===== config.mk =====
export PLATFORM = sky130hd
export DESIGN_NAME = mps_ram
export DESIGN_NICKNAME = d
export VERILOG_FILES = /design/src/rtl/mps_ram.sv
export SDC_FILE = /design/constraint.sdc
export NUM_CORES = 2
export LEC_CHECK = 0
export ABC_CLOCK_PERIOD_IN_PS = 8400
export BUFFER_PORTS_ARGS = -buffer_cell sky130_fd_sc_hd__buf_2
export CORE_UTILIZATION = 45
export CTS_BUF_LIST = sky130_fd_sc_hd__clkbuf_4 sky130_fd_sc_hd__clkbuf_8 sky130_fd_sc_hd__clkbuf_16
export DETAILED_ROUTE_END_ITERATION = 12
export GPL_TIMING_DRIVEN = 0
export SKIP_CTS_REPAIR_TIMING = 1
export SLEW_MARGIN = 10
export SYNTH_ARGS = -nofsm -noshare
export SYNTH_HDL_FRONTEND = slang
export SYNTH_SLANG_ARGS = --single-unit

===== constraint.sdc =====
create_clock -name clk -period 8.4 [get_ports clk]
set_clock_uncertainty 0.05 [all_clocks]
set_input_delay 0.84 -clock clk [delete_from_list [all_inputs] [get_ports clk]]
set_output_delay 0.84 -clock clk [all_outputs]
set_load 0.01 [all_outputs]

===== src/rtl/mps_ram.sv =====
// Generic single-port-write, single-read RAM with a registered read.
// No dependencies.
module mps_ram #(
    parameter int WIDTH = 64,
    parameter int DEPTH = 64
) (
    input  logic                     clk,
    input  logic                     we,
    input  logic [$clog2(DEPTH)-1:0] waddr,
    input  logic [WIDTH-1:0]         wdata,
    input  logic [$clog2(DEPTH)-1:0] raddr,
    output logic [WIDTH-1:0]         rdata
);

    logic [WIDTH-1:0] mem [DEPTH];

    always_ff @(posedge clk)
    begin
        if (we)
        begin
            mem[waddr] <= wdata;
        end
        rdata <= mem[raddr];
    end

endmodule


==> results.md <==
* Outcome: complete, no violations
* Footprint of the multi-input gates at slightly above 30000 um^2
* Reg clk slew, reported paths at roughly 60 ps
* Static leakage at 56.84 nW
* GRT Overall Usage at about a quarter
* Max-slew violation count at 0
* Die area at around 350000 um^2
* Post-synth EDFFs at roughly 4000
* Critical Path Sink Type: flip-flop
* #FFs+latches synth at about 4200
* Top cells by area, synth: edfxtp_1, mux4_2, mux2i_1
* R2r startpoint: mem[54][53]$_DFFE_PP_
* Area Overhead vs Synth at 16.03%
* Avg Cell Area, Syn at about 24 um^2
* Layout cells sized above 1 at a little under a third
* Max Cap Viol at 0
* Crit path kind: in -> reg
* Cells after Synth at 6598
* Synth warn at 0
* Final setup TNS at 0 ps
* Initial drt markers at 10560
* Arrival time worst endpoint at about 5100 ps
* Critical path origin: raddr[2]
* Hold path startpoint: wdata[25]
* Clk buf depth at 4
* Port buffer count at roughly 130
* IO Pins at ~140
* H-tree depth at 5
* Die width at between 500 and 600 um
* Gr ovfl total at 0
* Synth area leader: edfxtp_1
* Commonest non-fill, non-tap cell in the layout: edfxtp_1
* Setup violations, final at 0
* Crit path required time at roughly 9100 ps
* RSZ-0062 raised after global routing: no
* Num CTS Buffers at 410
* Share of the yosys chip area belonging to registers at between 70% and 80%
* HPWL after detailed placement at around 290 mm
* DRC viols at 0
* Top_reg_cell synth: edfxtp_1
* VDD IR max at around 0.18 mV
* Worst Setup Start Kind: input pin
* P per Cell Area at 241.1 nW/um^2
* Crit-path max FO at 11
* Clock root cell: clkbuf_16
* DR pass1 iterations at 8
* Syn nets at between 6000 and 7000
* Tightest Hold Check Type: in -> reg
* Mapped cell area at between 150000 and 200000 um^2
* Via count at 75760
* F_max at ~230 MHz
* Post-Route Utilization at around 52%
* # rows at about 220
* Final Cycle Share at approximately 52%
* Antenna violations before repair at 40
* CTS sink cnt at 4160
* Via/cell ratio at 6.156
* Most frequent cells in the layout: edfxtp_1, mux4_2, clkbuf_16
* Rel. slew slack at under 10%
* Drt total wl at ~430 mm
* Final Net Count at around 7400
* Tmin final at about 4400 ps
* First-pass GRT wire length at roughly 600 mm
* Vert. Die Dim at 591.4 um
* Asr flop ratio synth at 0%
* Largest net degree at the start of global routing at 65
* FILL cells at 26360
* Fin Hold WS at 277.5 ps
* CTS tree: built
* Core area at around 350000 um^2
* Initial core utilization at between 40% and 50%
* Synth top area share at 78.67%
* Hold Vio Cnt, Final at 0
* Storage cell area at 124300 um^2
* Clock Latency Late Sink at roughly 990 ps
* WL/cell at between 30 and 40 um
* Yosys cell types at 33
* Final ANT Viol Nets at 0
* Placer Congestion at a little over 0.8
* Worst slew pin tran at roughly 1400 ps
* Number of global-route vias before repair at ~76000
[cells in the mapped netlist (19+ instances only)]
cell type  count
a2bb2oi_1     19
or3_1         29
edfxtp_1    4096
buf_1         20
buf_2        170
nand2_1       58
nand3_1       45
a22oi_1      168
a41oi_1       26
a22o_1        88
a211oi_1      63
mux2i_1      135
mux4_2      1024
nor2b_1       28
clkbuf_1     140
o22ai_1       83
buf_4         34
or2_2         28
inv_1         19
o221ai_1      38
dfxtp_1       64
nor2_1       112
and3_1        64
[final timing paths]
kind                           endpoint  slack [ps]  cells after the start
hold / removal    mem[46][25]$_DFFE_PP_         280                      1
setup / recovery       rdata[6]$_DFF_P_        4020                      9
setup reg to reg      rdata[53]$_DFF_P_        5420                      5
hold reg to reg       rdata[46]$_DFF_P_         860                      4
[critical path, cell delays in order]
cell	delay [ps]
buf_2	220
buf_4	290
buf_2	560
buf_2	740
buf_4	380
mux2i_1	130
o22ai_1	690
a31oi_1	310
a211oi_1	880
[stage by stage]
stage               total power, mW  cells  setup WS [ps]  area, um^2
floorplan                     24.56   6598           2074      156300
global placement              25.65  11310          -4519      162700
detailed placement            25.73  11530           3034      167700
CTS                           43.94  12280           4073      181200
global route                  44.80  12290           4200      181400
finish                        43.73  12310           4017      181400
[state kept, by name (all words and copies together), names as in the netlist]
name / count
rdata: 64
mem: 4096
[power by group]
part / internal (mW) / total [mW] / leakage, nW / switching, mW
clock: 10.7 / 18.4 / 6.77 / 7.78
combinational: 0.751 / 2.26 / 12.7 / 1.51
sequential: 23.0 / 23.0 / 37.4 / 0.0407
[per-layer routing]
layer,share of wire [%],GRT usage (%),vias up
met1,40,34.30,41140
li1,-,-,30090
met3,9.0,4.852,736
met4,3.8,8.673,8
met2,48,38.91,3788
met5,0.012,0,-
[area by class of cell]
class | instances | share of cell area [%]
antenna | 26 | 0.03586
sequential | 4160 | 68.50
buffer | 370 | 0.9828
clock buffer | 533 | 6.303
clock inverter | 215 | 1.140
inverter | 19 | 0.03931
tap | 4578 | 3.157
multi-input combinational | 2049 | 16.94
timing repair buffer | 357 | 2.898
[logic make-up (layout without fill, tap and decap cells)]
logic type	count (synthesis)	in the layout	share of synthesized area, %
other	0	26	0
AOI/OAI and AO/OA	504	504	2.477
DFF	4160	4160	79.49
muxes	1159	1159	15.61
and+or+nand+nor	386	386	1.240
buffers and inverters	389	1494	1.180
Note: power is estimated with default switching activity, not from simulation.
